<file path="src/design/nlsc_pkg.sv">
// ----------------------------------------------------------------------------
// nlsc_pkg
// Shared types and helpers for the length-prefix to start-code converter.
// ----------------------------------------------------------------------------
`default_nettype none

package nlsc_pkg;

	localparam int unsigned NalTypeMask = 5'h1f;
	localparam logic [4:0]  NalTypeIdr  = 5'd5;
	localparam int unsigned BurstMax    = 4;

	// Status codes on the final result of a sample
	localparam logic [1:0] ST_OK        = 2'd0;
	localparam logic [1:0] ST_ZERO_LEN  = 2'd1;
	localparam logic [1:0] ST_TRUNCATED = 2'd2;

	// Start code that replaces every length prefix, first byte first
	localparam logic [7:0] START_CODE [BurstMax] = '{8'h00, 8'h00, 8'h00, 8'h01};

	typedef struct packed {
		logic [7:0] out_byte;
		logic       byte_valid;
		logic       end_of_packet;
		logic       key_frame;
		logic [1:0] status;
	} res_t;

	// Burst of results from one input byte, slot 0 goes out first
	typedef struct packed {
		logic [2:0]    n;
		res_t [3:0]    r;
	} burst_t;

	// Build one result; key and status only carry meaning on the final one
	function automatic res_t mk_res(input logic [7:0] b, input logic valid,
			input logic eop, input logic key, input logic [1:0] st);
		res_t x;
		x.out_byte      = valid ? b : 8'h00;
		x.byte_valid    = valid;
		x.end_of_packet = eop;
		x.key_frame     = eop & key;
		x.status        = eop ? st : ST_OK;
		return x;
	endfunction

	// Window ends in 00 00 01 followed by an IDR NAL header
	function automatic logic win_idr(input logic [31:0] w);
		return (w[31:8] == 24'h000001) && (w[4:0] == NalTypeIdr);
	endfunction

endpackage

`default_nettype wire

</file>
<file path="src/design/nlsc_core.sv">
// ----------------------------------------------------------------------------
// nlsc_core
// Input register and per-byte conversion step with the sample state.
// ----------------------------------------------------------------------------
`default_nettype none

module nlsc_core import nlsc_pkg::*; (
	input  wire logic       clk,
	input  wire logic       arst_n,
	input  wire logic       in_valid,
	output logic            in_ready,
	input  wire logic [7:0] data_byte,
	input  wire logic       last,
	input  wire logic       can_load,
	output logic            consume,
	output burst_t          burst
);

	typedef enum logic [2:0] {
		PH_HEAD = 3'd0,
		PH_PASS = 3'd1,
		PH_LEN  = 3'd2,
		PH_PAY  = 3'd3,
		PH_ERR  = 3'd4
	} phase_t;

	logic        v_s1;
	logic [7:0]  byte_s1;
	logic        last_s1;

	phase_t      phase_q, phase_d;
	logic [31:0] win_q, win_d;
	logic [1:0]  fc_q, fc_d;
	logic [31:0] left_q, left_d;
	logic        first_q, first_d;
	logic        key_q, key_d;
	logic [1:0]  err_q, err_d;

	logic [31:0] win_sh;
	logic [31:0] left_dec;
	logic        is_sc;
	logic        key_pay;

	assign consume  = v_s1 & can_load;
	assign in_ready = ~v_s1 | consume;

	// Hold one request until the result buffer has room
	always_ff @(posedge clk or negedge arst_n) begin
		if (!arst_n) begin
			v_s1 <= 1'b0;
		end else if (in_valid && in_ready) begin
			v_s1 <= 1'b1;
		end else if (consume) begin
			v_s1 <= 1'b0;
		end
	end

	always_ff @(posedge clk) begin
		if (in_valid && in_ready) begin
			byte_s1 <= data_byte;
			last_s1 <= last;
		end
	end

	assign win_sh   = {win_q[23:0], byte_s1};
	assign left_dec = left_q - 32'd1;
	assign is_sc    = (win_sh[31:16] == 16'h0000)
		&& ((win_sh[15:8] == 8'h01) || (win_sh[15:0] == 16'h0001));
	assign key_pay  = key_q | (first_q & (byte_s1[4:0] == NalTypeIdr));

	// Conversion step for the held byte
	always_comb begin
		logic clr;
		logic len_chk;
		logic hdr_chk;
		clr      = 1'b0;
		len_chk  = 1'b0;
		hdr_chk  = 1'b0;
		phase_d  = phase_q;
		win_d    = win_q;
		fc_d     = fc_q;
		left_d   = left_q;
		first_d  = first_q;
		key_d    = key_q;
		err_d    = err_q;
		burst    = '0;

		case (phase_q)
			PH_PASS: begin
				win_d      = win_sh;
				key_d      = key_q | win_idr(win_sh);
				burst.n    = 3'd1;
				burst.r[0] = mk_res(byte_s1, 1'b1, last_s1, key_d, ST_OK);
				clr        = last_s1;
			end
			PH_LEN: begin
				win_d = win_sh;
				if (fc_q != 2'd3) begin
					fc_d = fc_q + 2'd1;
					if (last_s1) begin
						burst.n    = 3'd1;
						burst.r[0] = mk_res(8'h00, 1'b0, 1'b1, key_q, ST_TRUNCATED);
						clr        = 1'b1;
					end
				end else begin
					len_chk = 1'b1;
				end
			end
			PH_PAY: begin
				key_d   = key_pay;
				first_d = 1'b0;
				left_d  = left_dec;
				burst.n = 3'd1;
				if (last_s1) begin
					burst.r[0] = mk_res(byte_s1, 1'b1, 1'b1, key_pay,
						(left_dec == 32'd0) ? ST_OK : ST_TRUNCATED);
					clr = 1'b1;
				end else begin
					burst.r[0] = mk_res(byte_s1, 1'b1, 1'b0, 1'b0, ST_OK);
					if (left_dec == 32'd0) begin
						phase_d = PH_LEN;
						fc_d    = 2'd0;
						win_d   = '0;
					end
				end
			end
			PH_ERR: begin
				if (last_s1) begin
					burst.n    = 3'd1;
					burst.r[0] = mk_res(8'h00, 1'b0, 1'b1, key_q, err_q);
					clr        = 1'b1;
				end
			end
			default: begin
				win_d = win_sh;
				if (fc_q != 2'd3) begin
					fc_d = fc_q + 2'd1;
					if (last_s1) begin
						burst.n    = 3'd1;
						burst.r[0] = mk_res(8'h00, 1'b0, 1'b1, key_q, ST_TRUNCATED);
						clr        = 1'b1;
					end
				end else begin
					hdr_chk = 1'b1;
				end
			end
		endcase

		// Start code in the held header: pass the four bytes through
		if (hdr_chk && is_sc) begin
			key_d   = key_q | win_idr(win_sh);
			burst.n = 3'd4;
			for (int k = 0; k < BurstMax; k++) begin
				burst.r[k] = mk_res(win_sh[31 - 8*k -: 8], 1'b1,
					last_s1 && (k == BurstMax - 1), key_d, ST_OK);
			end
			fc_d    = 2'd0;
			phase_d = PH_PASS;
			clr     = last_s1;
		end else if (hdr_chk) begin
			len_chk = 1'b1;
		end

		// Complete length prefix
		if (len_chk) begin
			if (win_sh == 32'd0) begin
				if (last_s1) begin
					burst.n    = 3'd1;
					burst.r[0] = mk_res(8'h00, 1'b0, 1'b1, key_q, ST_ZERO_LEN);
					clr        = 1'b1;
				end else begin
					err_d   = ST_ZERO_LEN;
					phase_d = PH_ERR;
				end
			end else if (last_s1) begin
				burst.n    = 3'd1;
				burst.r[0] = mk_res(8'h00, 1'b0, 1'b1, key_q, ST_TRUNCATED);
				clr        = 1'b1;
			end else begin
				burst.n = 3'd4;
				for (int k = 0; k < BurstMax; k++) begin
					burst.r[k] = mk_res(START_CODE[k], 1'b1, 1'b0, 1'b0, ST_OK);
				end
				left_d  = win_sh;
				first_d = 1'b1;
				fc_d    = 2'd0;
				phase_d = PH_PAY;
			end
		end

		// Drop all sample state after the final result
		if (clr) begin
			phase_d = PH_HEAD;
			win_d   = '0;
			fc_d    = '0;
			left_d  = '0;
			first_d = 1'b0;
			key_d   = 1'b0;
			err_d   = ST_OK;
		end
	end

	// Advance sample state on each consumed byte
	always_ff @(posedge clk or negedge arst_n) begin
		if (!arst_n) begin
			phase_q <= PH_HEAD;
			win_q   <= '0;
			fc_q    <= '0;
			left_q  <= '0;
			first_q <= 1'b0;
			key_q   <= 1'b0;
			err_q   <= ST_OK;
		end else if (consume) begin
			phase_q <= phase_d;
			win_q   <= win_d;
			fc_q    <= fc_d;
			left_q  <= left_d;
			first_q <= first_d;
			key_q   <= key_d;
			err_q   <= err_d;
		end
	end

endmodule

`default_nettype wire

</file>
<file path="src/design/nlsc_outbuf.sv">
// ----------------------------------------------------------------------------
// nlsc_outbuf
// Four-slot result register that loads a whole burst and drains one per cycle while out_ready is high.
// ----------------------------------------------------------------------------
`default_nettype none

module nlsc_outbuf import nlsc_pkg::*; (
	input  wire logic   clk,
	input  wire logic   arst_n,
	input  wire logic   consume,
	input  wire burst_t burst,
	output logic        can_load,
	output logic        out_valid,
	input  wire logic   out_ready,
	output res_t        out_res
);

	res_t       slot_q [BurstMax];
	logic [2:0] cnt_q;
	logic [1:0] head_q;
	logic       pop;
	logic       load;

	assign out_valid = (cnt_q != 3'd0);
	assign pop       = out_valid & out_ready;
	assign can_load  = (cnt_q == 3'd0) || ((cnt_q == 3'd1) && out_ready);
	assign load      = consume && (burst.n != 3'd0);
	assign out_res   = slot_q[head_q];

	// Load a new burst or advance the head
	always_ff @(posedge clk or negedge arst_n) begin
		if (!arst_n) begin
			cnt_q  <= '0;
			head_q <= '0;
		end else if (load) begin
			cnt_q  <= burst.n;
			head_q <= '0;
		end else if (pop) begin
			cnt_q  <= cnt_q - 3'd1;
			head_q <= head_q + 2'd1;
		end
	end

	always_ff @(posedge clk) begin
		if (load) begin
			for (int k = 0; k < BurstMax; k++) begin
				slot_q[k] <= burst.r[k];
			end
		end
	end

endmodule

`default_nettype wire

</file>
<file path="src/design/nal_length_prefix_to_start_code_unit.sv">
// ----------------------------------------------------------------------------
// nal_length_prefix_to_start_code_unit
// Converts one H.264 sample from 32-bit length prefixes to start codes.
// ----------------------------------------------------------------------------
// One byte enters per request and is converted in a single registered step:
// a one-byte input register feeds the conversion logic, which loads a
// four-slot result register. Ordinary bytes stream at one per cycle while
// out_ready is high. A byte that completes a length prefix or a start-code
// header yields four results; the input takes one more byte into its
// register and then waits until the last of the four is being taken. Bytes
// held back for a header or length prefix, or swallowed after an error,
// give no result.
`default_nettype none

module nal_length_prefix_to_start_code_unit import nlsc_pkg::*; (
	input  wire logic       clk,
	input  wire logic       arst_n,
	input  wire logic       in_valid,
	output logic            in_ready,
	input  wire logic [7:0] data_byte,
	input  wire logic       last,
	output logic            out_valid,
	input  wire logic       out_ready,
	output logic [7:0]      out_byte,
	output logic            byte_valid,
	output logic            end_of_packet,
	output logic            key_frame,
	output logic [1:0]      status
);

	logic   can_load;
	logic   consume;
	burst_t burst;
	res_t   out_res;

	nlsc_core u_core (
		.clk      (clk),
		.arst_n   (arst_n),
		.in_valid (in_valid),
		.in_ready (in_ready),
		.data_byte(data_byte),
		.last     (last),
		.can_load (can_load),
		.consume  (consume),
		.burst    (burst)
	);

	nlsc_outbuf u_outbuf (
		.clk      (clk),
		.arst_n   (arst_n),
		.consume  (consume),
		.burst    (burst),
		.can_load (can_load),
		.out_valid(out_valid),
		.out_ready(out_ready),
		.out_res  (out_res)
	);

	assign out_byte      = out_res.out_byte;
	assign byte_valid    = out_res.byte_valid;
	assign end_of_packet = out_res.end_of_packet;
	assign key_frame     = out_res.key_frame;
	assign status        = out_res.status;

	// Status-only results close a sample
	a_status_only_eop: assert property (@(posedge clk) disable iff (!arst_n)
		out_valid && !byte_valid |-> end_of_packet)
		else $error("status-only result without end_of_packet");

	// Error codes and the key flag appear only on the final result
	a_status_on_eop: assert property (@(posedge clk) disable iff (!arst_n)
		out_valid && (status != ST_OK || key_frame) |-> end_of_packet)
		else $error("status or key flag on a non-final result");

	// A burst is only loaded once the result register has room
	a_load_room: assert property (@(posedge clk) disable iff (!arst_n)
		consume && burst.n != 3'd0 |-> !out_valid || (out_ready && $past(1'b1)))
		else $error("burst loaded over pending results");

	// A consumed byte with no new one arriving leaves the input register free
	a_in_free: assert property (@(posedge clk) disable iff (!arst_n)
		consume && !in_valid |=> in_ready)
		else $error("input register not freed after consume");

endmodule

`default_nettype wire
</file>
<file path="config.mk">
export PLATFORM = sky130hd
export DESIGN_NAME = nal_length_prefix_to_start_code_unit
export DESIGN_NICKNAME = d
export VERILOG_FILES = /design/src/design/nlsc_pkg.sv /design/src/design/nlsc_core.sv /design/src/design/nlsc_outbuf.sv /design/src/design/nal_length_prefix_to_start_code_unit.sv
export SDC_FILE = /design/constraint.sdc
export NUM_CORES = 1
export LEC_CHECK = 0
export ABC_AREA = 1
export BUFFER_PORTS_ARGS = -buffer_cell sky130_fd_sc_hd__buf_4
export CORE_MARGIN = 4
export CORE_UTILIZATION = 30
export DETAILED_ROUTE_END_ITERATION = 12
export PLACE_DENSITY_LB_ADDON = 0.15
export RECOVER_POWER = 25
export SETUP_SLACK_MARGIN = 0.05
export SYNTH_ARGS = -nofsm -noshare
export SYNTH_HDL_FRONTEND = slang
export SYNTH_SLANG_ARGS = --single-unit
export TNS_END_PERCENT = 10
</file>
<file path="constraint.sdc">
create_clock -name clk -period 7.1 [get_ports clk]
set_clock_uncertainty 0.1 [all_clocks]
set_input_delay 1.42 -clock clk [delete_from_list [all_inputs] [get_ports clk]]
set_output_delay 1.42 -clock clk [all_outputs]
set_load 0.01 [all_outputs]
</file>
==> summary by stage <==
Finish
The area added between synthesis and finish is 15.1%. The filler-free cell count of the finished design is 1379. The end-of-flow core utilization is 0.353. The count of antenna diodes in the layout is 0. The final-stage net count is 1065. The share of post-route cells with drive strength above 1 is 0.0981.

Fill cells in the final layout number 2636.

Flow run
The tool flagged a number of max-cap violations equal to 0.

Critical path
In this run the worst setup path begins at out_ready. The kind of start point of the critical path is an input port. The critical register-to-register path startpoint is u_core.phase_q[1]. The worst setup path is captured at a primary output. The endpoint arrival time on the critical path is 2100 ps. The worst setup path category is in2out. In this run the critical register-to-register path is captured at u_outbuf.slot_q[2][11].

Following the worst setup path forward leads to its endpoint at in_ready. Across all register-to-register paths, the minimum setup slack is 3750 ps. The worst endpoint required time is 5580 ps. The logic depth of the worst register-to-register path is 10.

Of all nets on the critical path, the largest fanout is 3.

Synth
Of the total synthesized cell area, the portion taken by AND, OR, NAND and NOR gates is 0.360. Ranked by total cell area, the synthesized netlist is headed by dfrtp_1 24%, edfxtp_1 20%, nand2_1 16%. Synthesis handed over a netlist of approximately 1.0k instances. After synthesis, the mean cell area works out to 7.13 µm².

The sequential element share of the synthesized area is 0.443. Of the post-synthesis cell area, the dominant cell type holds 0.241. For this run, the number of Yosys warnings is 0. The cell type with the highest aggregate area in the netlist is dfrtp_1. The combined area of all synthesized cells is 7270 µm². The fraction of the mapped netlist area in compound gates came to 0.101. The combinational family with the most area after synthesis is simple AND/OR/NAND/NOR gates.

Of the total synthesized cell area, the portion taken by full adders, half adders and majority gates is 0.00861. The multiplexer fraction of the synthesized cell area is 0.00155. The number of different library cells used by synthesis comes to 41. The total of flip-flops plus latches after synthesis is 119. The share of the synthesized netlist area taken by xor and xnor gates is 0.00482.

Clocking
After clock tree synthesis, the clock-pin slew on the worst setup and hold paths is 60 ps. For this design, the sink count on the clock tree is around 120. TritonCTS created 17 clock buffers. The H-tree depth is 4. The maximum clock path buffer count is 2. In this run, post-CTS repair resized a total of 0 instances.

The root buffer cell is clkbuf_16. The source-to-sink clock delay at the later pin of the worst-skew pair is approximately 430 ps. TritonCTS built the clock tree. The number of buffers added for setup after CTS is 0.

The number of hold buffers added after CTS was 0.

STA
Measured against its own limit, the worst slew margin works out to 0.330. Dividing the final minimum period by the clock period gives 0.510. The transition time at the pin with the least slew margin is 1000 ps. The number of max-slew violations in the final report is 0. After layout, the worst setup slack is roughly 3500 ps. The time the worst path needs with I/O delays and setup is 3620 ps.

Setup repair after global routing left no endpoint under its margin. Derived from the worst setup path, the maximum achievable clock frequency is 276 MHz. The hold violation count in the final report was 0. The final-layout setup total negative slack is 0 ps. Setup violations remaining at the end of the flow were counted as 0.

Floorplanning
The die covers 26800 µm². The floorplan step defined a core boundary enclosing 23700 µm². The initial utilization of the core area, before any placement, comes to 0.307.

The die is 164 µm wide. The vertical die dimension is 164 µm. 28 I/O pins were placed. The number of cell rows is 56.

Place
The HPWL after detailed placement is between 15000 and 20000 µm. The congestion estimate from routability-driven global placement came to 0.824. Counting tap cells, the placed design contains a total of 1347 instances. The number of input and output port buffers inserted is 27. OpenSTA, run right after detailed placement, puts the worst setup slack at 3500 ps.

Global route
The global route total overflow is 0. The fraction of met2 tracks used by global routing is 0.265. The fraction of met3 tracks used by global routing is 0.0278. The met1 usage in global routing is 0.242. The number of antenna violations at the first check in global routing is 0. In this run the most used layer during global routing was met2. The via count of the first global-routing pass is 6404. The pin count of the biggest net entering global routing is approximately 70. The wire length of the first global-routing pass is 35300 µm. For this run, the total global-route usage over all layers was measured as 0.170.

Routing
In the final routed layout, each cell accounts on average for 16.0 µm. The remaining antenna violation count after routing is 0. After detailed routing, the number of remaining DRC violations is 0. In the routed layout, each cell is associated on average with a via count of 4.81. The final route contains 6639 vias. The first TritonRoute pass finished after 4 iterations. Summed over all layers, the routed wires come to 22000 µm. After the first detailed-routing iteration, the DRC count stood at a little under 500.

Min path
The worst hold path belongs to the class reg2reg.

Run status
The run finished with clean final reports.
## cell families (layout without fill, tap and decap cells)
| logic type | count (synthesis) | after routing |
|---|---|---|
| xor gates and xnor gates | 4 | 4 |
| AOI/OAI and AO/OA | 134 | 134 |
| DFF | 119 | 119 |
| other | 1 | 15 |
| buffers and inverters | 145 | 171 |
| and+or+nand+nor | 611 | 611 |
| muxes | 1 | 1 |
| adders and majority gates | 5 | 5 |
## per-stage QoR
| stage | instance area (µm²) | hold slack [ps] |
|---|---|---|
| after global placement | 7800 | 386 |
| after global routing | 8370 | 423 |
| after CTS | 8370 | 400 |
| after floorplan | 7320 | 359 |
| after detailed placement | 7800 | 383 |
| final | 8370 | 395 |
## worst max-delay path, stage by stage
cell and delay [ps]:
clkbuf_4 110, a21oi_1 50, or2_2 310, nand2_1 90, buf_4 120
## state kept, by name, summed over array words and instances, names as in the netlist
name / cells
u_core.key_q: 1
u_core.first_q: 1
u_outbuf.slot_q: 40
u_core.fc_q: 2
u_outbuf.cnt_q: 3
u_outbuf.head_q: 2
u_core.err_q: 1
u_core.left_q: 32
u_core.win_q: 24
u_core.v_s1: 1
u_core.phase_q: 3
u_core.byte_s1: 8
u_core.last_s1: 1
## synth_stat cells (all sizes together)
master and number:
o221ai 1, a31oi 1, buf 13, xnor2 1
o21ai 80, inv 105, edfxtp 49, mux2 1
nand2 314, nor3 6, ha 5, clkbuf 25
dfrtp 70, conb 1, nand3b 1, nor4 4
o2111ai 1, nand4 34, clkinv 2, o22ai 36
xor2 3, or2 1, nor2 202, nand3 49
o211ai 1, a21oi 13, o31ai 1
## worst min-delay path by stage
stage,from,cells after the start,end,slack [ps]
global placement,u_core.win_q[7],2,u_core.win_q[7],390
floorplan,u_core.win_q[20],2,u_core.win_q[20],360
global route,u_core.win_q[12],2,u_core.win_q[12],420
detailed placement,u_core.win_q[2],2,u_core.win_q[2],380
CTS,u_core.win_q[2],2,u_core.win_q[2],400
finish,u_core.win_q[2],2,u_core.win_q[2],400
## per-layer routing
| metal | vias up | share of wire |
|---|---|---|
| met5 | - | 0 |
| met4 | 0 | 0.020 |
| met3 | 25 | 0.034 |
| met2 | 123 | 0.45 |
| met1 | 3112 | 0.50 |
| li1 | 3379 | - |
## cells in the final DEF, fill, tap and decap left out, drive strengths merged, types with 27 or more instances in the layout
cell | netlist | routed
nor2 | 202 | 202
nand4 | 34 | 34
o22ai | 36 | 36
dfrtp | 70 | 70
clkbuf | 25 | 27
inv | 105 | 116
nand2 | 314 | 314
o21ai | 80 | 80
edfxtp | 49 | 49
nand3 | 49 | 49
## final cells by class
| class | instances | area [µm²] | share of cell area |
|---|---|---|---|
| flip-flops and latches | 119 | 3220 | 0.385 |
| well taps | 319 | 399 | 0.0477 |
| inverters | 107 | 402 | 0.0480 |
| multi-input cells | 770 | 3530 | 0.422 |
| clock buffers | 17 | 425 | 0.0508 |
| repair buffers | 32 | 240 | 0.0287 |
| clock inverters | 15 | 149 | 0.0178 |
Power is not shown: default switching activity piles up to over one toggle a cycle in this logic, so the estimate is an artifact.
